<file path="config.mk">
export PLATFORM = sky130hd
export DESIGN_NAME = pdt_mult_stage
export DESIGN_NICKNAME = d
export VERILOG_FILES = /design/src/sv/pid_heading_with_drift_trim_macros.svh /design/src/sv/pdt_pkg.sv /design/src/sv/pdt_mult_stage.sv
export SDC_FILE = /design/constraint.sdc
export NUM_CORES = 2
export LEC_CHECK = 0
export BUFFER_PORTS_ARGS = -buffer_cell sky130_fd_sc_hd__buf_2
export CAP_MARGIN = 30
export CORE_ASPECT_RATIO = 1.4
export CORE_MARGIN = 2
export CORE_UTILIZATION = 60
export DETAILED_ROUTE_END_ITERATION = 16
export PLACE_DENSITY = 0.86
export SYNTH_ARGS = -nofsm -noshare
export SYNTH_HDL_FRONTEND = slang
export SYNTH_SLANG_ARGS = --single-unit
</file>
<file path="constraint.sdc">
create_clock -name i_clk -period 14.1 [get_ports i_clk]
set_clock_uncertainty 0.15 [all_clocks]
set_input_delay 2.82 -clock i_clk [delete_from_list [all_inputs] [get_ports i_clk]]
set_output_delay 2.82 -clock i_clk [all_outputs]
set_load 0.1 [all_outputs]
</file>
<file path="src/sv/pid_heading_with_drift_trim_macros.svh">
// Assertion helpers shared by the heading controller files.
`ifndef PID_HEADING_WITH_DRIFT_TRIM_MACROS_SVH
`define PID_HEADING_WITH_DRIFT_TRIM_MACROS_SVH

// Consequent checked in the same cycle as the antecedent.
`define PDT_ASSERT_SAME(lbl, clk, rst_n, ante, cons, msg) \
    lbl: assert property (@(posedge clk) disable iff (!rst_n) (ante) |-> (cons)) \
        else $error(msg);

// Consequent checked in the cycle after the antecedent.
`define PDT_ASSERT_NEXT(lbl, clk, rst_n, ante, cons, msg) \
    lbl: assert property (@(posedge clk) disable iff (!rst_n) (ante) |=> (cons)) \
        else $error(msg);

`endif

</file>
<file path="src/sv/pdt_pkg.sv">
`timescale 1ns / 1ps

package pdt_pkg;

    localparam int DEF_GAIN_FRAC_BITS = 8;
    localparam int DEF_SUM_WIDTH      = 40;

    localparam int ANGLE_W    = 16;
    localparam int TIME_W     = 32;
    localparam int ERR_W      = 32;
    localparam int DERIV_W    = ERR_W + 1;
    localparam int GAIN_W     = 16;
    localparam int MAXP_W     = 7;
    localparam int PERIOD_W   = 16;
    localparam int DRIVE_W    = 8;
    localparam int CFG_IDX_W  = 3;
    localparam int CFG_DATA_W = 16;

    // Configuration register indexes.
    localparam logic [CFG_IDX_W-1:0] REG_MAX_POWER    = 3'd0;
    localparam logic [CFG_IDX_W-1:0] REG_TARGET_ANGLE = 3'd1;
    localparam logic [CFG_IDX_W-1:0] REG_GAIN_P       = 3'd2;
    localparam logic [CFG_IDX_W-1:0] REG_GAIN_I       = 3'd3;
    localparam logic [CFG_IDX_W-1:0] REG_GAIN_D       = 3'd4;
    localparam logic [CFG_IDX_W-1:0] REG_TRIM_PERIOD  = 3'd5;

    // Register values after reset.
    localparam logic [MAXP_W-1:0]          RST_MAX_POWER    = 7'd127;
    localparam logic signed [ANGLE_W-1:0]  RST_TARGET_ANGLE = 16'sd0;
    localparam logic signed [GAIN_W-1:0]   RST_GAIN_P       = 16'sd256;
    localparam logic signed [GAIN_W-1:0]   RST_GAIN_I       = 16'sd0;
    localparam logic signed [GAIN_W-1:0]   RST_GAIN_D       = 16'sd0;
    localparam logic [PERIOD_W-1:0]        RST_TRIM_PERIOD  = 16'd1500;

    typedef struct packed {
        logic [MAXP_W-1:0]         max_power;
        logic signed [ANGLE_W-1:0] target_angle;
        logic signed [GAIN_W-1:0]  gain_p;
        logic signed [GAIN_W-1:0]  gain_i;
        logic signed [GAIN_W-1:0]  gain_d;
        logic [PERIOD_W-1:0]       trim_period_ms;
    } t_cfg;

    // Load strobes for the two register levels of the output stage.
    typedef struct packed {
        logic load_acc;
        logic load_out;
    } t_post_ctl;

endpackage

</file>
<file path="src/sv/pdt_mult_stage.sv">
`timescale 1ns / 1ps

module pdt_mult_stage import pdt_pkg::*; #(
    parameter int SUM_WIDTH = DEF_SUM_WIDTH
) (
    input  logic                                 i_clk,
    input  logic                                 i_load,
    input  logic signed [ERR_W-1:0]              i_err,
    input  logic signed [SUM_WIDTH-1:0]          i_sum,
    input  logic signed [DERIV_W-1:0]            i_deriv,
    input  t_cfg                                 i_cfg,
    output logic signed [GAIN_W+ERR_W-1:0]       o_prod_p,
    output logic signed [GAIN_W+DERIV_W-1:0]     o_prod_d,
    output logic signed [GAIN_W+SUM_WIDTH/2:0]   o_prod_il,
    output logic signed [GAIN_W+SUM_WIDTH-SUM_WIDTH/2-1:0] o_prod_ih
);

    localparam int LO_W = SUM_WIDTH / 2;
    localparam int HI_W = SUM_WIDTH - LO_W;

    // The integral term is split in two halves to keep each multiplier narrow.
    logic signed [LO_W:0]   w_sum_lo;
    logic signed [HI_W-1:0] w_sum_hi;

    logic signed [GAIN_W+ERR_W-1:0]   r_prod_p;
    logic signed [GAIN_W+DERIV_W-1:0] r_prod_d;
    logic signed [GAIN_W+LO_W:0]      r_prod_il;
    logic signed [GAIN_W+HI_W-1:0]    r_prod_ih;

    assign w_sum_lo = {1'b0, i_sum[LO_W-1:0]};
    assign w_sum_hi = i_sum[SUM_WIDTH-1:LO_W];

    always_ff @(posedge i_clk) begin
        if (i_load) begin
            r_prod_p  <= i_cfg.gain_p * i_err;
            r_prod_d  <= i_cfg.gain_d * i_deriv;
            r_prod_il <= i_cfg.gain_i * w_sum_lo;
            r_prod_ih <= i_cfg.gain_i * w_sum_hi;
        end
    end

    assign o_prod_p  = r_prod_p;
    assign o_prod_d  = r_prod_d;
    assign o_prod_il = r_prod_il;
    assign o_prod_ih = r_prod_ih;

endmodule

</file>
==> flow_summary_export.csv <==
group,metric,value,unit
routing,drc,0,
worst_setup_path,timing.critical_path.from_type,"input port",
clocking,cts_setup_buffers,0,
timing,tightestPinTransition,1070,ps
routing,drt_iter0_drc,2956,
routing,drt-vias-per-instance,5.71,
floorplanning,fp.dieW,279,um
placed_design,gpl.final_weighted_congestion,0.915,
grt,grt_max_degree,74,
routing,vias,47300,
timing,grt_setup_unrepaired,"false",
clocking,htree_levels,4,
yosys,yosysTopAreaCellShare,49.0,%
timing,finalHoldViolations,0,
timing,timing_max_transition_violations_final,0,
min_path,hold_path.class,"in -> reg",
timing,slew_headroom,27.1,%
grt,met1_usage,34.1,%
finish,final_layout_size_suffix_gt1_share,5.64,%
timing,post-route-period-util,72.4,%
worst_setup_path,worstPathRequired,14260,ps
grt,grt_util_met2,55.4,%
floorplanning,ios,364,
timing,achievable-frequency,98.0,MHz
floorplanning,die_h,389,um
clocking,cts.sinks,170,
grt,met3_usage,6.54,%
flow_run,max_cap_viol_count,0,
min_path,worst_hold_start,"i_load",
timing,final_period_minus_worst_setup_slack,10210,ps
floorplanning,floorplan.die_area,109000,um^2
yosys,netlist.top_cell.by_area,"sky130_fd_sc_hd__fa_1",
yosys,async_flop_share,0,%
timing,fin_tns_setup,0,ps
yosys,synthesis.nets,9028,
yosys,most_frequently_used_flop_master_after_synthesis,"sky130_fd_sc_hd__edfxtp_1",
yosys,synth.distinct_cells,67,
placed_design,dp_hpwl,127,mm
yosys,synth_enable_flop_cells,170,
grt,grtUsageTotal,31.7,%
status,outcome,"completed",
yosys,synthCells,6830,
grt,globalRouteOverflowTotal,0,
yosys,ffs_latches_synth,170,
worst_setup_path,timing.setup.critical_path_class,"in -> reg",
routing,drtPass1Iterations,6,
routing,wl,162,mm
finish,n_fill_cell,8135,
min_path,hold-path-cell-count,1,
grt,grt_pass1_vias,53672,
worst_setup_path,worstPathArrival,10370,ps
clocking,cts.repair.resized,0,
clocking,cts_hold_buffers,0,
finish,number_of_nets_in_the_layout,9102,
grt,gr-max-usage-layer,"met2",
placed_design,numPortBuffers,324,
worst_setup_path,critical_path_peak_fanout,32,
clocking,cts_tree,"done",
clocking,cts.root.buffer_cell,"sky130_fd_sc_hd__clkbuf_16",
yosys,netlist_top_cells_area,"sky130_fd_sc_hd__fa_1, sky130_fd_sc_hd__inv_1, sky130_fd_sc_hd__ha_1",
finish,area_growth_syn_to_layout,4.78,%
timing,setup_slack,3890,ps
clocking,max-clock-path-buffers,2,
worst_setup_path,endpoint_kind,"flip-flop",
yosys,mean_instance_size_in_the_synthesized_netlist,9.30,um^2
routing,postRouteAntennaNets,0,
floorplanning,design.core.area,105000,um^2
floorplanning,num_rows,141,
clocking,tritoncts.num_buffers,17,
yosys,synthesis.area,63500,um^2
floorplanning,floorplan.initialDensity,60.3,%
grt,number_of_antenna_violations_at_the_first_check_in_global_routing,21,
placed_design,place_worst_setup_slack,3530,ps
timing,setup_viol,0,
yosys,synth.yosys.warnings,0,
yosys,share_of_the_yosys_chip_area_belonging_to_registers,8.04,%
grt,grt_first_pass_wirelength,266,mm
clocking,worst_setup_hold_path_clk_slew,110,ps
routing,route.detailed.wl_per_inst,19.6,um
worst_setup_path,critPathLaunch,"i_cfg[49]",
==> layout make-up <==
type	instances	area (um^2)	area share, %
Timing Repair Buffer	333	1720	2.58
Clock buffer	17	425	0.639
Tap cell	1358	1700	2.55
Multi-Input combinational cell	4584	50600	76.1
Clock inverter	15	209	0.314
Inverter	1798	6750	10.1
Sequential cell	170	5100	7.67
Antenna cell	13	32.5	0.0489
==> registers in the layout, indices dropped and copies added, names as in the netlist <==
name       cells
o_prod_d      49
o_prod_ih     36
o_prod_il     37
o_prod_p      48
==> worst paths after layout <==
check,endpoint,slack [ps]
setup / recovery,o_prod_p[40]$_DFFE_PP_,3890
hold / removal,o_prod_ih[35]$_DFFE_PP_,2660
==> routing by layer <==
| metal | up-vias | routed length, um |
|---|---|---|
| li1 | 20029 | - |
| met1 | 24011 | 52200 |
| met2 | 2417 | 83100 |
| met3 | 829 | 13700 |
| met4 | 14 | 13300 |
| met5 | - | 88 |
==> Yosys cell counts, drive strengths merged, types with 3 or more instances <==
| master | n |
|---|---|
| inv | 1798 |
| fa | 1554 |
| nand2 | 970 |
| and2 | 674 |
| ha | 450 |
| clkbuf | 273 |
| edfxtp | 170 |
| nor2 | 146 |
| a21oi | 128 |
| xnor2 | 126 |
| a21o | 81 |
| o21ai | 75 |
| nand2b | 41 |
| xor2 | 41 |
| o21bai | 32 |
| nor3 | 29 |
| nand3 | 25 |
| a211oi | 23 |
| nor2b | 16 |
| nand4 | 15 |
| o21a | 15 |
| and3 | 14 |
| or2 | 13 |
| a31oi | 11 |
| a21boi | 10 |
| a221oi | 8 |
| nor4 | 6 |
| a211o | 5 |
| buf | 5 |
| o211ai | 5 |
| o22ai | 5 |
| o31a | 5 |
| o31ai | 5 |
| o41ai | 5 |
| a22oi | 4 |
| a31o | 4 |
| and4 | 4 |
| or3 | 4 |
| or4 | 4 |
| a2111oi | 3 |
| mux2i | 3 |
| o2111ai | 3 |
| o311ai | 3 |
==> cells by family after synthesis <==
logic type      count (synthesis)  share of synthesized area [%]
compound gates                446                           4.63
simple gates                 1964                           14.9
buf+inv                      2076                           12.3
flops                         170                           8.04
mux                             3                         0.0473
fa+ha+maj                    2004                           57.8
xor+xnor                      167                           2.30
==> critical path, cell delays in order <==
cell and delay, ps:
sky130_fd_sc_hd__buf_2 660, sky130_fd_sc_hd__nand2_1 190, sky130_fd_sc_hd__fa_1 570, sky130_fd_sc_hd__fa_1 530, sky130_fd_sc_hd__fa_1 520, sky130_fd_sc_hd__inv_1 60
sky130_fd_sc_hd__fa_1 440, sky130_fd_sc_hd__fa_1 510, sky130_fd_sc_hd__inv_1 50, sky130_fd_sc_hd__fa_1 470, sky130_fd_sc_hd__inv_1 40, sky130_fd_sc_hd__ha_1 350
sky130_fd_sc_hd__a21oi_1 170, sky130_fd_sc_hd__o21ai_0 170, sky130_fd_sc_hd__a221oi_1 470, sky130_fd_sc_hd__o2111ai_1 580, sky130_fd_sc_hd__a31oi_1 530, sky130_fd_sc_hd__o21ai_1 180
sky130_fd_sc_hd__a21oi_1 460, sky130_fd_sc_hd__o21ai_0 180, sky130_fd_sc_hd__xnor2_1 390
==> layout by cell type (no fill, tap or decap), types with 16 or more instances in the layout <==
master	n
sky130_fd_sc_hd__nor3_1	29
sky130_fd_sc_hd__nand3_1	25
sky130_fd_sc_hd__inv_1	1797
sky130_fd_sc_hd__nand2_1	970
sky130_fd_sc_hd__clkbuf_16	17
sky130_fd_sc_hd__xor2_1	41
sky130_fd_sc_hd__o21bai_1	32
sky130_fd_sc_hd__fa_1	1554
sky130_fd_sc_hd__a21o_1	81
sky130_fd_sc_hd__nand2b_1	41
sky130_fd_sc_hd__a21oi_1	127
sky130_fd_sc_hd__xnor2_1	126
sky130_fd_sc_hd__buf_2	323
sky130_fd_sc_hd__and2_1	673
sky130_fd_sc_hd__nor2b_1	16
sky130_fd_sc_hd__o21ai_0	72
sky130_fd_sc_hd__nor2_1	146
sky130_fd_sc_hd__a211oi_1	23
sky130_fd_sc_hd__ha_1	450
sky130_fd_sc_hd__edfxtp_1	170
==> per-stage QoR <==
stage	utilization (%)	cell area, um^2	cells	hold WS, ps
2_1_floorplan	-	63500	6830	2780
3_3_place_gp	62.5	65900	8242	3210
3_5_place_dp	62.6	65900	8243	3240
4_1_cts	63.2	66500	8275	2650
5_1_grt	63.2	66600	8286	2670
6_report	63.2	66600	8288	2660
Power is left out: the tool's default activity adds up to more than one toggle a clock period on the data nets, which glitch-free logic cannot reach.
