[src/sv/pid_heading_with_drift_trim_macros.svh]
// Assertion helpers shared by the heading controller files.
`ifndef PID_HEADING_WITH_DRIFT_TRIM_MACROS_SVH
`define PID_HEADING_WITH_DRIFT_TRIM_MACROS_SVH

// Consequent checked in the same cycle as the antecedent.
`define PDT_ASSERT_SAME(lbl, clk, rst_n, ante, cons, msg) \
    lbl: assert property (@(posedge clk) disable iff (!rst_n) (ante) |-> (cons)) \
        else $error(msg);

// Consequent checked in the cycle after the antecedent.
`define PDT_ASSERT_NEXT(lbl, clk, rst_n, ante, cons, msg) \
    lbl: assert property (@(posedge clk) disable iff (!rst_n) (ante) |=> (cons)) \
        else $error(msg);

`endif

[src/sv/pdt_pkg.sv]
`timescale 1ns / 1ps

package pdt_pkg;

    localparam int DEF_GAIN_FRAC_BITS = 8;
    localparam int DEF_SUM_WIDTH      = 40;

    localparam int ANGLE_W    = 16;
    localparam int TIME_W     = 32;
    localparam int ERR_W      = 32;
    localparam int DERIV_W    = ERR_W + 1;
    localparam int GAIN_W     = 16;
    localparam int MAXP_W     = 7;
    localparam int PERIOD_W   = 16;
    localparam int DRIVE_W    = 8;
    localparam int CFG_IDX_W  = 3;
    localparam int CFG_DATA_W = 16;

    // Configuration register indexes.
    localparam logic [CFG_IDX_W-1:0] REG_MAX_POWER    = 3'd0;
    localparam logic [CFG_IDX_W-1:0] REG_TARGET_ANGLE = 3'd1;
    localparam logic [CFG_IDX_W-1:0] REG_GAIN_P       = 3'd2;
    localparam logic [CFG_IDX_W-1:0] REG_GAIN_I       = 3'd3;
    localparam logic [CFG_IDX_W-1:0] REG_GAIN_D       = 3'd4;
    localparam logic [CFG_IDX_W-1:0] REG_TRIM_PERIOD  = 3'd5;

    // Register values after reset.
    localparam logic [MAXP_W-1:0]          RST_MAX_POWER    = 7'd127;
    localparam logic signed [ANGLE_W-1:0]  RST_TARGET_ANGLE = 16'sd0;
    localparam logic signed [GAIN_W-1:0]   RST_GAIN_P       = 16'sd256;
    localparam logic signed [GAIN_W-1:0]   RST_GAIN_I       = 16'sd0;
    localparam logic signed [GAIN_W-1:0]   RST_GAIN_D       = 16'sd0;
    localparam logic [PERIOD_W-1:0]        RST_TRIM_PERIOD  = 16'd1500;

    typedef struct packed {
        logic [MAXP_W-1:0]         max_power;
        logic signed [ANGLE_W-1:0] target_angle;
        logic signed [GAIN_W-1:0]  gain_p;
        logic signed [GAIN_W-1:0]  gain_i;
        logic signed [GAIN_W-1:0]  gain_d;
        logic [PERIOD_W-1:0]       trim_period_ms;
    } t_cfg;

    // Load strobes for the two register levels of the output stage.
    typedef struct packed {
        logic load_acc;
        logic load_out;
    } t_post_ctl;

endpackage

[src/sv/pdt_err_stage.sv]
`timescale 1ns / 1ps
`include "pid_heading_with_drift_trim_macros.svh"

module pdt_err_stage import pdt_pkg::*; #(
    parameter int SUM_WIDTH = DEF_SUM_WIDTH
) (
    input  logic                        i_clk,
    input  logic                        i_rst_n,
    input  logic                        i_load,
    input  logic signed [ANGLE_W-1:0]   i_angle,
    input  logic [TIME_W-1:0]           i_time,
    input  t_cfg                        i_cfg,
    output logic signed [ERR_W-1:0]     o_err,
    output logic signed [SUM_WIDTH-1:0] o_sum,
    output logic signed [DERIV_W-1:0]   o_deriv
);

    localparam int FULL_W = ERR_W + 2;
    localparam int ADD_W  = ((SUM_WIDTH > ERR_W) ? SUM_WIDTH : ERR_W) + 1;
    localparam logic signed [ADD_W-1:0] SUM_HI =
        {{(ADD_W-SUM_WIDTH+1){1'b0}}, {(SUM_WIDTH-1){1'b1}}};
    localparam logic signed [ADD_W-1:0] SUM_LO = ~SUM_HI;
    localparam logic signed [ERR_W-1:0] ERR_MAX  = {1'b0, {(ERR_W-1){1'b1}}};
    localparam logic signed [ERR_W-1:0] ERR_MIN  = {1'b1, {(ERR_W-1){1'b0}}};
    localparam logic signed [ERR_W-1:0] DRIFT_MIN = ERR_MIN;

    logic signed [SUM_WIDTH-1:0] r_sum;
    logic signed [ERR_W-1:0]     r_prev;
    logic signed [ERR_W-1:0]     r_drift;
    logic [TIME_W-1:0]           r_base;
    logic                        r_loaded;
    logic signed [DERIV_W-1:0]   r_deriv;

    logic signed [FULL_W-1:0]    w_err_full;
    logic signed [ERR_W-1:0]     w_err;
    logic signed [ADD_W-1:0]     w_sum_full;
    logic signed [SUM_WIDTH-1:0] w_sum;
    logic [TIME_W-1:0]           w_base;
    logic [TIME_W-1:0]           w_elapsed;
    logic                        w_trim;

    always_comb begin
        // Exact error, then saturated to 32 bits.
        w_err_full = {{(FULL_W-ANGLE_W){i_cfg.target_angle[ANGLE_W-1]}}, i_cfg.target_angle}
                   - {{(FULL_W-ANGLE_W){i_angle[ANGLE_W-1]}}, i_angle}
                   - {{(FULL_W-ERR_W){r_drift[ERR_W-1]}}, r_drift};
        if ((w_err_full[FULL_W-1:ERR_W-1] == '0) || (w_err_full[FULL_W-1:ERR_W-1] == '1)) begin
            w_err = w_err_full[ERR_W-1:0];
        end else if (w_err_full[FULL_W-1]) begin
            w_err = ERR_MIN;
        end else begin
            w_err = ERR_MAX;
        end

        w_sum_full = {{(ADD_W-SUM_WIDTH){r_sum[SUM_WIDTH-1]}}, r_sum}
                   + {{(ADD_W-ERR_W){w_err[ERR_W-1]}}, w_err};
        if (w_sum_full > SUM_HI) begin
            w_sum = SUM_HI[SUM_WIDTH-1:0];
        end else if (w_sum_full < SUM_LO) begin
            w_sum = SUM_LO[SUM_WIDTH-1:0];
        end else begin
            w_sum = w_sum_full[SUM_WIDTH-1:0];
        end

        // The first sample after reset becomes the time base.
        w_base    = r_loaded ? r_base : i_time;
        w_elapsed = i_time - w_base;
        w_trim    = (w_elapsed >= {{(TIME_W-PERIOD_W){1'b0}}, i_cfg.trim_period_ms});
    end

    always_ff @(posedge i_clk) begin
        if (!i_rst_n) begin
            r_sum    <= '0;
            r_prev   <= '0;
            r_drift  <= '0;
            r_base   <= '0;
            r_loaded <= 1'b0;
        end else if (i_load) begin
            r_sum    <= w_sum;
            r_prev   <= w_err;
            r_loaded <= 1'b1;
            if (w_trim) begin
                r_base <= i_time;
                if (r_drift != DRIFT_MIN) begin
                    r_drift <= r_drift - 32'sd1;
                end
            end else if (!r_loaded) begin
                r_base <= i_time;
            end
        end
    end

    always_ff @(posedge i_clk) begin
        if (i_load) begin
            r_deriv <= {w_err[ERR_W-1], w_err} - {r_prev[ERR_W-1], r_prev};
        end
    end

    // The stored error and sum are the values of the item now in this stage.
    assign o_err   = r_prev;
    assign o_sum   = r_sum;
    assign o_deriv = r_deriv;

    `PDT_ASSERT_NEXT(a_drift_step, i_clk, i_rst_n, 1'b1, (r_drift == $past(r_drift)) || (r_drift == ($past(r_drift) - 32'sd1)), "drift offset moved by more than one step")
    `PDT_ASSERT_NEXT(a_state_idle, i_clk, i_rst_n, !i_load, $stable(r_drift) && $stable(r_sum) && $stable(r_base), "controller state changed without an item")
    `PDT_ASSERT_NEXT(a_base_sticky, i_clk, i_rst_n, r_loaded, r_loaded, "time base flag dropped")

endmodule

[config.mk]
export PLATFORM = sky130hd
export DESIGN_NAME = pdt_err_stage
export DESIGN_NICKNAME = d
export VERILOG_FILES = /design/src/sv/pdt_pkg.sv /design/src/sv/pdt_err_stage.sv
export VERILOG_INCLUDE_DIRS = /design/src /design/src/sv
export SDC_FILE = /design/constraint.sdc
export NUM_CORES = 1
export LEC_CHECK = 0
export ABC_AREA = 1
export BUFFER_PORTS_ARGS = -buffer_cell sky130_fd_sc_hd__buf_4
export CORE_MARGIN = 5
export CORE_UTILIZATION = 45
export DETAILED_ROUTE_END_ITERATION = 10
export GPL_ROUTABILITY_DRIVEN = 0
export PLACE_DENSITY = 0.65
export SETUP_SLACK_MARGIN = 0.1
export SLEW_MARGIN = 20
export SYNTH_ARGS = -nofsm -noshare
export SYNTH_HDL_FRONTEND = slang
export SYNTH_SLANG_ARGS = --single-unit
export TNS_END_PERCENT = 50
[constraint.sdc]
create_clock -name i_clk -period 8.3 [get_ports i_clk]
set_clock_uncertainty 0.15 [all_clocks]
set_input_delay 0.415 -clock i_clk [delete_from_list [all_inputs] [get_ports i_clk]]
set_output_delay 0.415 -clock i_clk [all_outputs]
set_load 0.01 [all_outputs]
==> results.md, run 1 <==
* # fillers at 3694
* RSZ-0062 raised after global routing: false
* Clock transition at path regs at 0.08 ns
* Top cells by count, synth: nand2_1 (609), inv_1 (340), a21oi_1 (268)
* Per-cell routed wire length at 16.1 um
* Routed WL at 50300 um
* WP data required at 8.36 ns
* Nets@finish at 2960
* Critical setup path kind: reg -> reg
* Site Rows at 70
* Synth area leaders: dfxtp_1 (16%), nand2_1 (14%), ha_1 (11%)
* Minimum clock period at 7.17 ns
* Ys Warns at 0
* Placed cell count at 3091
* Initial DRT Pass Iterations at 5
* Synth Net Count at 2821
* DP Area at 18500 um^2
* Post-synth EDFFs at 33
* Top Family by Delay on Critical Path: compound AO/OA/AOI/OAI gates
* Startpoint types: flop
* Worst-skew pair later-pin latency at 0.46 ns
* Io pins at 243
* Synthesized area at 16800 um^2
* Crit path DAT at 7.23 ns
* FFs w/ async S/R, synth at 0%
* Post-route ant nets at 0
* Fmax at 0.139 GHz
* CTS tree: yes
* DR DRC count at 0
* Die W at 203 um
* Slowest cell delay on critical path at 0.58 ns
* FF-to-FF path depth at 29
* Top-count cell post-synth: nand2_1
* Initial antenna violation count at 1
* Clock Tree Buf Depth at 2
* Crit path buf inv count at 3
* Final cell utilization of the core at 52.1%
* Max_cap viols at 0
* Sink Count at 170
* Cells after Synth at 2503
* Largest net degree at the start of global routing at 83
* Vias in the first global route at 15800
* Setup TNS at 0 ns
* Mean Syn Cell Area at 6.71 um^2
* GRT Total Usage at 23.6%
* Initial Util at 45.8%
* Hold Crit Class: in -> reg
* GRT overflow at 0
* Post-CTS setup buffer count at 0
* Status: completed
* CP endpoint kind: flop
* Synth top area share at 16.3%
* Area growth syn-to-layout at 13.9%
* Final Non-Filler Cells at 3124
* Starting DRT DRC Count at 1445
* Hold path depth at 5
* Global-route wire length before repair at 80900 um
* DIE HEIGHT at 203 um
* DP Wirelength at 39200 um
* Input/output buffers at 187
* Slew of the pin with the lowest slew margin at 0.903 ns
* Seq/Total Area, Yosys at 22.2%
* Most used cell along the critical path: nand2_1
* Core ar. at 36700 um^2
* Htree depth at 4
* Resize count post-CTS at 0
* Synthesized flop and latch total at 170
* Share of cells above drive strength 1 at 12.0%
* Final instance area at 19100 um^2
* Routed vias/inst at 5.45
* CTS Buf Count at 17
* Final setup violation count at 0
* Top FF cell, synth: dfxtp_1
* CTS root buf: clkbuf_16
* Die area at 41300 um^2
* Maximum fanout along the worst path at 9
* Area leader, netlist: dfxtp_1
* Pins over their slew limit at 0
* Cell variety after synth at 51
* Slew headroom at 39.7%
* Via count at 17000
* CTS Hold Bufs at 0
* Period utilization at 86.4%
* Slowest stage cell, crit path: o21ai_0
* Stages on worst setup path at 29
* Final Hold Fails at 0
cell type report:
type | instances | area (um^2) | share of cell area, %
clock inverters | 13 | 135 | 0.706
multi-input cells | 1907 | 11400 | 59.6
flip-flops and latches | 170 | 3730 | 19.5
repair buffers | 200 | 1520 | 7.93
diodes | 1 | 2.50 | 0.0131
clock buffers | 19 | 454 | 2.37
well taps | 468 | 586 | 3.06
inverters | 346 | 1300 | 6.79
worst reg2reg max path, delay by kind of cell, from the launching register on:
kind / cells / cell delay [ns]
flip-flops: 1 / 0.42
XOR/XNOR: 2 / 0.26
adder cells (fa/ha/maj): 4 / 1.29
buffers and inverters: 3 / 0.27
AO/OA/AOI/OAI: 14 / 3.77
AND/OR/NAND/NOR: 6 / 0.78
sequential cells by signal, indices dropped and copies added, names as in the netlist:
register and flops:
o_deriv 33, o_err 32, o_sum 40, r_base 32
r_drift 32, r_loaded 1
final timing paths:
| path | slack, ns | to | start |
|---|---|---|---|
| worst max register to register | 1.13 | o_deriv[28] | r_drift[2] |
| worst max-delay path | 1.13 | o_deriv[28] | r_drift[2] |
| worst min-delay path | 0.16 | r_base[0] | i_time[0] |
| worst min register to register | 0.31 | r_base[24] | r_base[24] |
metal layers:
| metal | up-vias | global-route usage (%) | share of wire (%) |
|---|---|---|---|
| met5 | - | 0 | 0 |
| met4 | 0 | 6.00 | 1.9 |
| met3 | 57 | 4.20 | 6.5 |
| met2 | 562 | 38.7 | 46 |
| met1 | 7907 | 32.4 | 45 |
| li1 | 8514 | - | - |
stage by stage:
| step | hold slack (ns) | setup slack (ns) |
|---|---|---|
| final | 0.160 | 1.13 |
| after CTS | 0.133 | 1.23 |
| after global routing | 0.167 | 0.564 |
| after floorplan | 0.291 | 1.86 |
| after detailed placement | 0.300 | 0.898 |
| after global placement | 0.298 | 0.977 |
cell families after synthesis:
kind of cell,Yosys count,share of synthesized area (%)
xor+xnor,149,7.77
fa+ha+maj,180,15.0
compound gates,538,18.2
simple gates,1040,26.9
buf+inv,426,9.95
flops,170,22.2
layout by cell type (no fill, tap or decap), types with 10 or more instances in the layout:
master / count
a21oi_4: 11
a31oi_1: 26
inv_1: 339
nor2_1: 186
nand2_1: 609
nor3_1: 13
dfxtp_1: 137
buf_4: 198
nand3b_1: 10
a21o_1: 15
nand2_2: 17
clkbuf_16: 18
edfxtp_1: 33
ha_1: 145
nand4_1: 83
o21ai_0: 153
nand3_1: 61
fa_1: 35
xor2_1: 105
xnor2_1: 43
or2_2: 33
a21oi_1: 267
a21boi_0: 14
Power of run 1 is left out: the tool's default activity adds up to more than one toggle a clock period on the data nets, which glitch-free logic cannot reach.
==> run 2, diff against run 1 <==
Settings changed: PLACE_DENSITY 0.65 to default, PLACE_DENSITY_LB_ADDON from default to 0.12.
==> run 2 against run 1 <==
Compared with the run above:
- sequential cell count unchanged
- critical path type unchanged
- largest cell class unchanged
- die area is the same
- non-clock buffer count up 2
- register-to-register slack improved by 0.11 ns
==> results.md, run 2 (synthesized netlist as in run 1, its figures left out) <==
* Status: completed
* Setup TNS at 0 ns
* Site Rows at 70
* Slowest stage cell, crit path: nand2_2
* Vias in the first global route at 15900
* Post-route ant nets at 0
* DP Worst Slack at 0.857 ns
* R2R Setup Slk at 1.24 ns
* Leading cell type in the layout, fill and taps excluded: nand2_1
* Post-CTS setup buffer count at 0
* Routed WL at 50100 um
* CTS Hold Bufs at 0
* Htree depth at 4
* Period utilization at 85.0%
* Via count at 16800
* WP data required at 8.53 ns
* Most used cell along the critical path: nand2_1
* GRT Total Usage at 23.6%
* Io pins at 243
* Final setup violation count at 0
* CP endpoint kind: flop
* Initial antenna violation count at 0
* Die W at 203 um
* Share of cells above drive strength 1 at 12.1%
* Placed cell count at 3093
* Die area at 41300 um^2
* Area growth syn-to-layout at 13.9%
* Slowest cell delay on critical path at 0.60 ns
* Final Hold Fails at 0
* Slew headroom at 38.3%
* Maximum fanout along the worst path at 39
* Worst setup margin at 1.24 ns
* Crit path DAT at 7.29 ns
* Clock transition at path regs at 0.08 ns
* FF-to-FF Start: r_drift[2]
* Global-route wire length before repair at 80900 um
* HP Start: i_time[24]
* Critical setup path kind: reg -> reg
* Pins over their slew limit at 0
* Core ar. at 36700 um^2
* Starting DRT DRC Count at 1084
* Worst-skew pair later-pin latency at 0.46 ns
* CTS tree: yes
* Sink Count at 170
* Final Non-Filler Cells at 3125
* Fmax at 0.142 GHz
* CTS root buf: clkbuf_16
* Hold Crit Class: in -> reg
* Input/output buffers at 187
* DR DRC count at 0
* Startpoint types: flop
* GRT overflow at 0
* Nets@finish at 2962
* Initial Util at 45.8%
* DIE HEIGHT at 203 um
* Antenna Cells at 0
* Most frequent cells in the layout: nand2_1 (609), inv_1 (339), a21oi_1 (267), buf_4 (200), nor2_1 (186)
* Initial DRT Pass Iterations at 5
* Minimum clock period at 7.06 ns
* Final cell utilization of the core at 52.1%
* Per-cell routed wire length at 16.0 um
* Largest register FFs at 40
* Worst Setup SP: r_drift[2]
* Routed vias/inst at 5.39
* Max_cap viols at 0
* CTS Buf Count at 17
* Clock Tree Buf Depth at 2
* Slew of the pin with the lowest slew margin at 0.925 ns
* Largest net degree at the start of global routing at 95
* DP Wirelength at 39300 um
* RSZ-0062 raised after global routing: false
* Resize count post-CTS at 0
-- run 2: changes by cell type in the layout (fill, tap and decap cells not counted) --
| cell | delta |
|---|---|
| clkbuf_16 | -1 |
| clkbuf_1 | -1 |
| buf_4 | +2 |
| clkinv_4 | +1 |
| bufinv_16 | -1 |
| inv_8 | +1 |
| clkinv_2 | -2 |
| clkinvlp_4 | +1 |
| clkinv_8 | +2 |
| diode_2 | -1 |
-- run 2: worst paths after layout --
| kind | endpoint | cells after the start |
|---|---|---|
| min | r_base[24] | 5 |
| max reg2reg | o_sum[35] | 37 |
| max | o_sum[35] | 37 |
| min reg2reg | r_base[1] | 2 |
-- run 2: layout make-up --
class | count | area [um^2]
Clock buffer | 17 | 425
Sequential cell | 170 | 3730
Clock inverter | 15 | 155
Fill cell | 3778 | 17600
Timing Repair Buffer | 202 | 1530
Tap cell | 468 | 586
Inverter | 346 | 1300
Multi-Input combinational cell | 1907 | 11400
-- run 2: per-stage QoR --
step / cell area (um^2) / hold WS [ns]
2_1_floorplan: 16800 / 0.291
3_3_place_gp: 18600 / 0.298
3_5_place_dp: 18600 / 0.304
4_1_cts: 19100 / 0.146
5_1_grt: 19100 / 0.173
6_report: 19100 / 0.164
-- run 2: worst max-delay path, delay by kind of cell, from the launching register on --
family,cells,cell delay (ns)
AND/OR/NAND/NOR,20,2.51
AO/OA/AOI/OAI,8,1.78
buffers and inverters,4,0.49
flip-flops,1,0.41
XOR/XNOR,1,0.17
adder cells (fa/ha/maj),4,1.44
-- run 2: layer usage --
metal | vias up | global-route usage (%) | routed length [um]
met2 | 519 | 38.0 | 22600
met4 | 0 | 7.15 | 1320
met1 | 7728 | 33.2 | 23600
met3 | 78 | 3.20 | 2670
li1 | 8522 | - | -
met5 | - | 0 | 0
Power of run 2 is left out for the same reason.
