<file path="src/sv/pid_heading_with_drift_trim_macros.svh">
// Assertion helpers shared by the heading controller files.
`ifndef PID_HEADING_WITH_DRIFT_TRIM_MACROS_SVH
`define PID_HEADING_WITH_DRIFT_TRIM_MACROS_SVH

// Consequent checked in the same cycle as the antecedent.
`define PDT_ASSERT_SAME(lbl, clk, rst_n, ante, cons, msg) \
    lbl: assert property (@(posedge clk) disable iff (!rst_n) (ante) |-> (cons)) \
        else $error(msg);

// Consequent checked in the cycle after the antecedent.
`define PDT_ASSERT_NEXT(lbl, clk, rst_n, ante, cons, msg) \
    lbl: assert property (@(posedge clk) disable iff (!rst_n) (ante) |=> (cons)) \
        else $error(msg);

`endif

</file>
<file path="src/sv/pdt_pkg.sv">
`timescale 1ns / 1ps

package pdt_pkg;

    localparam int DEF_GAIN_FRAC_BITS = 8;
    localparam int DEF_SUM_WIDTH      = 40;

    localparam int ANGLE_W    = 16;
    localparam int TIME_W     = 32;
    localparam int ERR_W      = 32;
    localparam int DERIV_W    = ERR_W + 1;
    localparam int GAIN_W     = 16;
    localparam int MAXP_W     = 7;
    localparam int PERIOD_W   = 16;
    localparam int DRIVE_W    = 8;
    localparam int CFG_IDX_W  = 3;
    localparam int CFG_DATA_W = 16;

    // Configuration register indexes.
    localparam logic [CFG_IDX_W-1:0] REG_MAX_POWER    = 3'd0;
    localparam logic [CFG_IDX_W-1:0] REG_TARGET_ANGLE = 3'd1;
    localparam logic [CFG_IDX_W-1:0] REG_GAIN_P       = 3'd2;
    localparam logic [CFG_IDX_W-1:0] REG_GAIN_I       = 3'd3;
    localparam logic [CFG_IDX_W-1:0] REG_GAIN_D       = 3'd4;
    localparam logic [CFG_IDX_W-1:0] REG_TRIM_PERIOD  = 3'd5;

    // Register values after reset.
    localparam logic [MAXP_W-1:0]          RST_MAX_POWER    = 7'd127;
    localparam logic signed [ANGLE_W-1:0]  RST_TARGET_ANGLE = 16'sd0;
    localparam logic signed [GAIN_W-1:0]   RST_GAIN_P       = 16'sd256;
    localparam logic signed [GAIN_W-1:0]   RST_GAIN_I       = 16'sd0;
    localparam logic signed [GAIN_W-1:0]   RST_GAIN_D       = 16'sd0;
    localparam logic [PERIOD_W-1:0]        RST_TRIM_PERIOD  = 16'd1500;

    typedef struct packed {
        logic [MAXP_W-1:0]         max_power;
        logic signed [ANGLE_W-1:0] target_angle;
        logic signed [GAIN_W-1:0]  gain_p;
        logic signed [GAIN_W-1:0]  gain_i;
        logic signed [GAIN_W-1:0]  gain_d;
        logic [PERIOD_W-1:0]       trim_period_ms;
    } t_cfg;

    // Load strobes for the two register levels of the output stage.
    typedef struct packed {
        logic load_acc;
        logic load_out;
    } t_post_ctl;

endpackage

</file>
<file path="src/sv/pdt_if.sv">


interface pdt_cfg_if import pdt_pkg::*; ();
    logic                  valid;
    logic                  ready;
    logic [CFG_IDX_W-1:0]  index;
    logic [CFG_DATA_W-1:0] data;

    modport source (output valid, output index, output data, input ready);
    modport sink   (input valid, input index, input data, output ready);
endinterface

</file>
<file path="src/sv/pdt_cfg_regs.sv">
`timescale 1ns / 1ps

module pdt_cfg_regs import pdt_pkg::*; (
    input  logic      i_clk,
    input  logic      i_rst_n,
    pdt_cfg_if.sink   i_cfg,
    output t_cfg      o_cfg
);

    t_cfg r_cfg;

    // Writes are always taken; unknown indexes are dropped.
    assign i_cfg.ready = 1'b1;
    assign o_cfg       = r_cfg;

    always_ff @(posedge i_clk) begin
        if (!i_rst_n) begin
            r_cfg.max_power      <= RST_MAX_POWER;
            r_cfg.target_angle   <= RST_TARGET_ANGLE;
            r_cfg.gain_p         <= RST_GAIN_P;
            r_cfg.gain_i         <= RST_GAIN_I;
            r_cfg.gain_d         <= RST_GAIN_D;
            r_cfg.trim_period_ms <= RST_TRIM_PERIOD;
        end else if (i_cfg.valid) begin
            case (i_cfg.index)
                REG_MAX_POWER:    r_cfg.max_power      <= i_cfg.data[MAXP_W-1:0];
                REG_TARGET_ANGLE: r_cfg.target_angle   <= i_cfg.data;
                REG_GAIN_P:       r_cfg.gain_p         <= i_cfg.data;
                REG_GAIN_I:       r_cfg.gain_i         <= i_cfg.data;
                REG_GAIN_D:       r_cfg.gain_d         <= i_cfg.data;
                REG_TRIM_PERIOD:  r_cfg.trim_period_ms <= i_cfg.data;
                default: begin
                end
            endcase
        end
    end

endmodule

</file>
<file path="src/flat_wrapper.sv">
// flat-port wrapper written by rule: the top's interface ports become plain ports
module pdt_cfg_regs_flat import pdt_pkg::*;
  (i_clk, i_rst_n, o_cfg, i_cfg_valid, i_cfg_index, i_cfg_data, i_cfg_ready);
  pdt_cfg_if i_cfg_i ();
  input  logic i_clk;
  input  logic i_rst_n;
  output t_cfg o_cfg;
  input wire logic [$bits(i_cfg_i.valid)-1:0] i_cfg_valid;
  input wire logic [$bits(i_cfg_i.index)-1:0] i_cfg_index;
  input wire logic [$bits(i_cfg_i.data)-1:0] i_cfg_data;
  output wire logic [$bits(i_cfg_i.ready)-1:0] i_cfg_ready;
  assign i_cfg_i.valid = i_cfg_valid;
  assign i_cfg_i.index = i_cfg_index;
  assign i_cfg_i.data = i_cfg_data;
  assign i_cfg_ready = i_cfg_i.ready;
  pdt_cfg_regs u_core (.i_clk(i_clk), .i_rst_n(i_rst_n), .i_cfg(i_cfg_i), .o_cfg(o_cfg));
endmodule
</file>
<file path="config.mk">
export PLATFORM = sky130hd
export DESIGN_NAME = pdt_cfg_regs_flat
export DESIGN_NICKNAME = d
export VERILOG_FILES = /design/src/sv/pid_heading_with_drift_trim_macros.svh /design/src/sv/pdt_pkg.sv /design/src/sv/pdt_if.sv /design/src/sv/pdt_cfg_regs.sv /design/src/flat_wrapper.sv
export SDC_FILE = /design/constraint.sdc
export NUM_CORES = 1
export LEC_CHECK = 0
export ABC_AREA = 1
export BUFFER_PORTS_ARGS = -buffer_cell sky130_fd_sc_hd__buf_2
export CAP_MARGIN = 25
export CORE_MARGIN = 2
export CORE_UTILIZATION = 40
export CTS_BUF_LIST = sky130_fd_sc_hd__clkbuf_4 sky130_fd_sc_hd__clkbuf_8
export CTS_CLUSTER_DIAMETER = 120
export DETAILED_ROUTE_END_ITERATION = 12
export GPL_TIMING_DRIVEN = 0
export PLACE_DENSITY_LB_ADDON = 0.05
export SLEW_MARGIN = 5
export SYNTH_ARGS = -nofsm -noshare
export SYNTH_HDL_FRONTEND = slang
export SYNTH_SLANG_ARGS = --single-unit
</file>
<file path="constraint.sdc">
create_clock -name i_clk -period 0.95 [get_ports i_clk]
set_input_delay 0.095 -clock i_clk [delete_from_list [all_inputs] [get_ports i_clk]]
set_output_delay 0.095 -clock i_clk [all_outputs]
set_load 0.02 [all_outputs]
</file>
==> flow_metrics.env, run 1 <==
export IMPL_syn_inst=490
export IMPL_synthXorXnorAreaFrac_pct=0
export IMPL_startpoint_type="flip-flop"
export IMPL_htree_num_levels=3
export IMPL_synth_distinct_cells=15
export IMPL_port_buffers=107
export IMPL_worst_slew_pin_slew_ns=0.560
export IMPL_p_leak_uw=0.00231
export IMPL_rows=33
export IMPL_first_pass_iters=4
export IMPL_avgSynthCellArea_um2=7.00
export IMPL_cts_tree="done"
export IMPL_synth_area_leaders="dfxtp_1 51%, nor2_1 16%, nand3_1 13%"
export IMPL_fill_cells=811
export IMPL_dp_hpwl_mm=7.32
export IMPL_grt_pass1_wl_mm=16.2
export IMPL_hold_class="primary input to flip-flop"
export IMPL_synth_top_family_by_area="simple AND/OR/NAND/NOR gates"
export IMPL_diodes=0
export IMPL_routabilityCongestion=0.843
export IMPL_end_kind="output port"
export IMPL_cts_root_buf="clkbuf_8"
export IMPL_grt_ovfl_total=0
export IMPL_synth_area_leader_cell="dfxtp_1"
export IMPL_yosys_area_top_type_share_pct=50.7
export IMPL_drive_gt1_share_pct=39.4
export IMPL_finalHoldViolCount=0
export IMPL_switchingPower_uw=2150
export IMPL_routed_wirelength_mm=10.3
export IMPL_cts_buffers=9
export IMPL_ys_warn_count=0
export IMPL_grt_usage_pct=21.5
export IMPL_period_needed_ns=0.939
export IMPL_async_flop_share_pct=0
export IMPL_drc=0
export IMPL_critPathKind="flip-flop to output port"
export IMPL_ys_top_cells_by_count="147 x nor2_1, 111 x nand2_1, 87 x dfxtp_1, 87 x nand3_1, 19 x inv_1"
export IMPL_synth_edf_count=0
export IMPL_die_w_um=96.6
export IMPL_syn_cell_area_um2=3430
export IMPL_hold_end="u_core.o_cfg[31]"
export IMPL_ir_worst_vdd_v=0.000797
export IMPL_clock_fmax_mhz=1060
export IMPL_status="complete, no violations"
export IMPL_max_stage_delay_ns=0.34
export IMPL_critPathRequiredTime_ns=0.85
export IMPL_crit_chain="buf_4"
export IMPL_powerDensity_nw_per_um2=1510
export IMPL_wl_per_cell_um=14.1
export IMPL_swShare_pct=28.8
export IMPL_cts_buffer_depth=2
export IMPL_seqCellArea_um2=1840
export IMPL_initial_core_util_pct=41.6
export IMPL_largest_reg_flops=87
export IMPL_synth_compound_area_share_pct=0
export IMPL_maxSlewViolCount=0
export IMPL_r2r_end="u_core.o_cfg[16]"
export IMPL_ys_flop_type="dfxtp_1"
export IMPL_critPathSlowestCell="dfxtp_1"
export IMPL_cap_violations=0
export IMPL_drt_iter0_drc=141
export IMPL_multiInputGateArea_um2=1490
export IMPL_yosysMostFrequentCell="nor2_1"
export IMPL_antenna_found_initial=0
export IMPL_final_util_pct=59.8
export IMPL_power_share_sequential_pct=51.9
export IMPL_grt_setup_unrepaired="true"
export IMPL_grt_pass1_vias=3160
export IMPL_synth_mux_area_share_pct=0
export IMPL_fin_nets=644
export IMPL_cp_arrival_ns=0.84
export IMPL_total_power_uw=7470
export IMPL_syn_nets=512
export IMPL_yosys_area_share_simple_pct=42.5
export IMPL_r2r_slack_ns=0.26
export IMPL_fin_worst_skew_ns=0
export IMPL_cp_startpoint="u_core.o_cfg[80]"
export IMPL_ff2ff_path_depth=3
export IMPL_synth_ff_latch_count=87
export IMPL_hp_start="i_cfg_data[15]"
export IMPL_period_share_pct=98.9
export IMPL_dieArea_um2=9340
export IMPL_maxSlewHeadroom_pct=62.7
export IMPL_postRouteAntennaNets=0
export IMPL_grt_max_degree=16
export IMPL_worst_skew_pair_late_latency_ns=0.36
export IMPL_synth_seq_area_share_pct=50.7
export IMPL_area_growth_pct=44.0
export IMPL_r2r_start="u_core.o_cfg[16]"
export IMPL_boundaryPins=110
export IMPL_core_area_um2=8260
export IMPL_combPwrFrac_pct=15.4
export IMPL_crit_fanout=2
export IMPL_clkPwrFrac_pct=32.8
export IMPL_clkSinkCount=87
export IMPL_vias=3489
export IMPL_worst_path_buf_inv=1
export IMPL_synthAdderAreaFrac_pct=0
export IMPL_p_int_uw=5320
export IMPL_path_delay_family="flip-flops"
export IMPL_dieHeight_um=96.6
export IMPL_avgViaCountPerCell=4.77
export IMPL_worst_hold_path_num_cells=5
export IMPL_finalSetupViolations=0
export IMPL_cts_clk_slew_worst_paths_ns=0.09
==> metal layers <==
| layer | share of wire [%] | global-route usage (%) |
|---|---|---|
| met5 | 0 | 0 |
| met4 | 1.1 | 6.61 |
| met3 | 6.6 | 4.34 |
| met1 | 44 | 29.0 |
| met2 | 48 | 34.9 |
==> cells in the final DEF (no fill, tap or decap) <==
cell,synthesis,layout
clkinvlp_4,0,5
buf_6,1,46
conb_1,1,1
dfxtp_1,87,11
dlygate4sd3_1,0,10
inv_6,0,1
clkbuf_4,0,2
nor2_4,2,4
nor2_2,5,5
clkinv_4,0,2
nand2_2,0,2
nand3_1,87,86
buf_1,6,6
inv_2,2,9
inv_1,19,10
clkbuf_1,2,2
dfxtp_2,0,76
buf_2,15,32
clkbuf_8,0,10
nand2_1,111,109
buf_4,4,52
nor2_1,147,145
nand3_2,0,1
==> worst max-delay path by stage <==
stage / endpoint / cells after the start / slack [ns]
6_report: o_cfg[80] / 1 / 0.01
5_1_grt: u_core.o_cfg[80] / 6 / -0.06
4_1_cts: o_cfg[47] / 1 / 0.0004
3_5_place_dp: u_core.o_cfg[80] / 7 / -0.35
3_3_place_gp: u_core.o_cfg[32] / 8 / -0.30
2_1_floorplan: u_core.o_cfg[32] / 7 / 0.02
==> stage by stage <==
stage | setup TNS [ns] | area (um2) | std cells | hold WS, ns | setup WS (ns)
2_1_floorplan | 0 | 3430 | 490 | 0.208 | 0.0243
3_3_place_gp | -16.26 | 4100 | 702 | 0.313 | -0.304
3_5_place_dp | -18.00 | 4100 | 702 | 0.320 | -0.345
4_1_cts | 0 | 4650 | 728 | 0.146 | 0.000384
5_1_grt | -0.164 | 4940 | 732 | 0.181 | -0.0589
6_report | 0 | 4940 | 732 | 0.150 | 0.0106
==> cell type report <==
| type | count | share of cell area (%) |
|---|---|---|
| plain buffers | 28 | 3.01 |
| multi-input cells | 353 | 30.1 |
| clock buffers | 11 | 2.94 |
| repair buffers | 121 | 21.4 |
| well taps | 105 | 2.66 |
| flip-flops and latches | 87 | 37.2 |
| clock inverters | 5 | 0.836 |
| inverters | 22 | 1.90 |
==> cell families (layout without fill, tap and decap cells) <==
kind of cell / after synthesis / in the layout
and+or+nand+nor: 352 / 352
DFF: 87 / 87
buffers and inverters: 50 / 187
other: 1 / 1
==> power groups by stage <==
stage               Sequential (uW)  Clock [uW]  Combinational, uW
floorplan                      4080           0                467
global placement               3920           0                956
detailed placement             3920           0                968
CTS                            3860        2490               1070
global route                   3890        2630               1250
finish                         3880        2450               1150
==> timing repair <==
item	CTS	global route
hold endpoints to repair	14	0
setup buffers	0	4
pin swaps	0	1
hold buffers	10	0
endpoints found under the setup margin	79	124
gates resized for setup	124	104
Note: power is estimated with default switching activity, not from simulation.
==> run 2, diff against run 1 <==
--- a/config.mk
+++ b/config.mk
@@ -10,7 +10,7 @@
 export CAP_MARGIN = 25
 export CORE_MARGIN = 2
 export CORE_UTILIZATION = 40
-export CTS_BUF_LIST = sky130_fd_sc_hd__clkbuf_4 sky130_fd_sc_hd__clkbuf_8
+export CTS_BUF_LIST = sky130_fd_sc_hd__clkbuf_8
 export CTS_CLUSTER_DIAMETER = 120
 export DETAILED_ROUTE_END_ITERATION = 12
 export GPL_TIMING_DRIVEN = 0
==> constraint.sdc (replaced) <==
create_clock -name i_clk -period 1.12 [get_ports i_clk]
set_input_delay 0.112 -clock i_clk [delete_from_list [all_inputs] [get_ports i_clk]]
set_output_delay 0.112 -clock i_clk [all_outputs]
set_load 0.02 [all_outputs]
==> flow_metrics.env, run 2 (synthesized netlist as in run 1, its figures left out) <==
export IMPL_status="complete, no violations"
export IMPL_cp_arrival_ns=0.91
export IMPL_r2r_start="u_core.o_cfg[80]"
export IMPL_ff2ff_path_depth=2
export IMPL_period_share_pct=91.2
export IMPL_cts_buffers=9
export IMPL_clkSinkCount=87
export IMPL_crit_chain="buf_2"
export IMPL_drive_gt1_share_pct=24.3
export IMPL_critPathSlowestCell="dfxtp_1"
export IMPL_port_buffers=107
export IMPL_vias=3442
export IMPL_clock_fmax_mhz=979
export IMPL_worst_path_buf_inv=1
export IMPL_powerDensity_nw_per_um2=1400
export IMPL_p_leak_uw=0.00221
export IMPL_grt_pass1_vias=3128
export IMPL_worst_slew_pin_slew_ns=0.556
export IMPL_largest_reg_flops=87
export IMPL_finalHoldViolCount=0
export IMPL_hold_class="primary input to flip-flop"
export IMPL_die_w_um=96.6
export IMPL_core_area_um2=8260
export IMPL_critPathRequiredTime_ns=1.01
export IMPL_initial_core_util_pct=41.6
export IMPL_first_pass_iters=4
export IMPL_routabilityCongestion=0.843
export IMPL_r2r_end="u_core.o_cfg[80]"
export IMPL_drt_iter0_drc=124
export IMPL_cts_root_buf="clkbuf_8"
export IMPL_hold_end="u_core.o_cfg[56]"
export IMPL_fill_cells=857
export IMPL_hp_start="i_cfg_data[8]"
export IMPL_rows=33
export IMPL_fin_nets=639
export IMPL_postRouteAntennaNets=0
export IMPL_end_kind="output port"
export IMPL_maxSlewViolCount=0
export IMPL_htree_num_levels=3
export IMPL_cts_buffer_depth=2
export IMPL_dieHeight_um=96.6
export IMPL_wl_per_cell_um=13.7
export IMPL_antenna_found_initial=0
export IMPL_post_cts_repair_setup_buffers=0
export IMPL_avgViaCountPerCell=4.73
export IMPL_final_common_cell="nor2_1"
export IMPL_diodes=0
export IMPL_dieArea_um2=9340
export IMPL_grt_setup_unrepaired="false"
export IMPL_final_util_pct=52.9
export IMPL_startpoint_type="flip-flop"
export IMPL_setup_tns_ns=0
export IMPL_worst_skew_pair_late_latency_ns=0.36
export IMPL_fin_worst_skew_ns=0
export IMPL_cts_resized=0
export IMPL_worst_hold_path_num_cells=3
export IMPL_drc=0
export IMPL_critPathKind="flip-flop to output port"
export IMPL_grt_ovfl_total=0
export IMPL_final_cell_mix="147 x nor2_1, 122 x buf_2, 111 x nand2_1"
export IMPL_finalSetupViolations=0
export IMPL_boundaryPins=110
export IMPL_grt_max_degree=16
export IMPL_r2r_slack_ns=0.52
export IMPL_dp_hpwl_mm=7.32
export IMPL_cts_clk_slew_worst_paths_ns=0.09
export IMPL_cp_startpoint="u_core.o_cfg[18]"
export IMPL_maxSlewHeadroom_pct=62.9
export IMPL_finish_instance_area_um2=4370
export IMPL_crit_fanout=2
export IMPL_ir_worst_vdd_v=0.000647
export IMPL_cap_violations=0
export IMPL_cts_tree="done"
export IMPL_max_stage_delay_ns=0.37
export IMPL_area_growth_pct=27.4
export IMPL_grt_pass1_wl_mm=15.9
export IMPL_routed_wirelength_mm=9.99
export IMPL_grt_usage_pct=21.2
export IMPL_dpl_cell_area_um2=4100
export IMPL_period_needed_ns=1.02
export IMPL_path_delay_family="flip-flops"
export IMPL_ctsHoldBuffers=9
export IMPL_total_power_uw=6140
run 2: cell count changes in the layout (fill, tap and decap cells not counted), sizes merged:
cell / delta
clkinv: +1
inv: +3
clkbuf: -2
clkinvlp: -3
dlygate4sd3: -1
buf: -3
run 2: worst max-delay path by stage:
stage,slack (ns),end,depth (start not counted)
after detailed placement,-0.19,u_core.o_cfg[80],7
final,0.1,o_cfg[18],1
after global placement,-0.15,u_core.o_cfg[32],8
after floorplan,0.18,u_core.o_cfg[32],7
after CTS,0.10,o_cfg[20],1
after global routing,0.04,u_core.o_cfg[80],7
run 2: through the flow:
| step | worst slack, ns | hold WS (ns) | instances |
|---|---|---|---|
| floorplan | 0.177 | 0.225 | 490 |
| global placement | -0.151 | 0.330 | 702 |
| detailed placement | -0.192 | 0.337 | 702 |
| CTS | 0.102 | 0.0164 | 727 |
| global route | 0.0382 | 0.0432 | 727 |
| finish | 0.0990 | 0.0285 | 727 |
run 2: cell type report:
class                           count  area [um2]  share of cell area [%]
Clock inverter                      6        45.0                    1.03
Multi-Input combinational cell    353        1460                    33.4
Clock buffer                       10         138                    3.15
Buffer                             28         146                    3.35
Tap cell                          105         131                    3.01
Inverter                           22        82.6                    1.89
Timing Repair Buffer              116         626                    14.3
Sequential cell                    87        1740                    39.8
run 2: power by group:
part           internal (uW)  leakage [uW]  switching (uW)
registers               3200      0.000708            54.4
clock network            874     0.0000903            1170
logic                    274       0.00141             571
total                   4350       0.00221            1790
run 2: metal layers:
metal  vias to the layer above  wire (um)  share of wire [%]  global-route usage, %
met3                        11        665                6.7                   4.34
met4                         0        123                1.2                   6.61
met5                         -          0                  0                      0
met1                      1557       4600                 46                   28.9
li1                       1770          -                  -                      -
met2                       104       4610                 46                   33.7
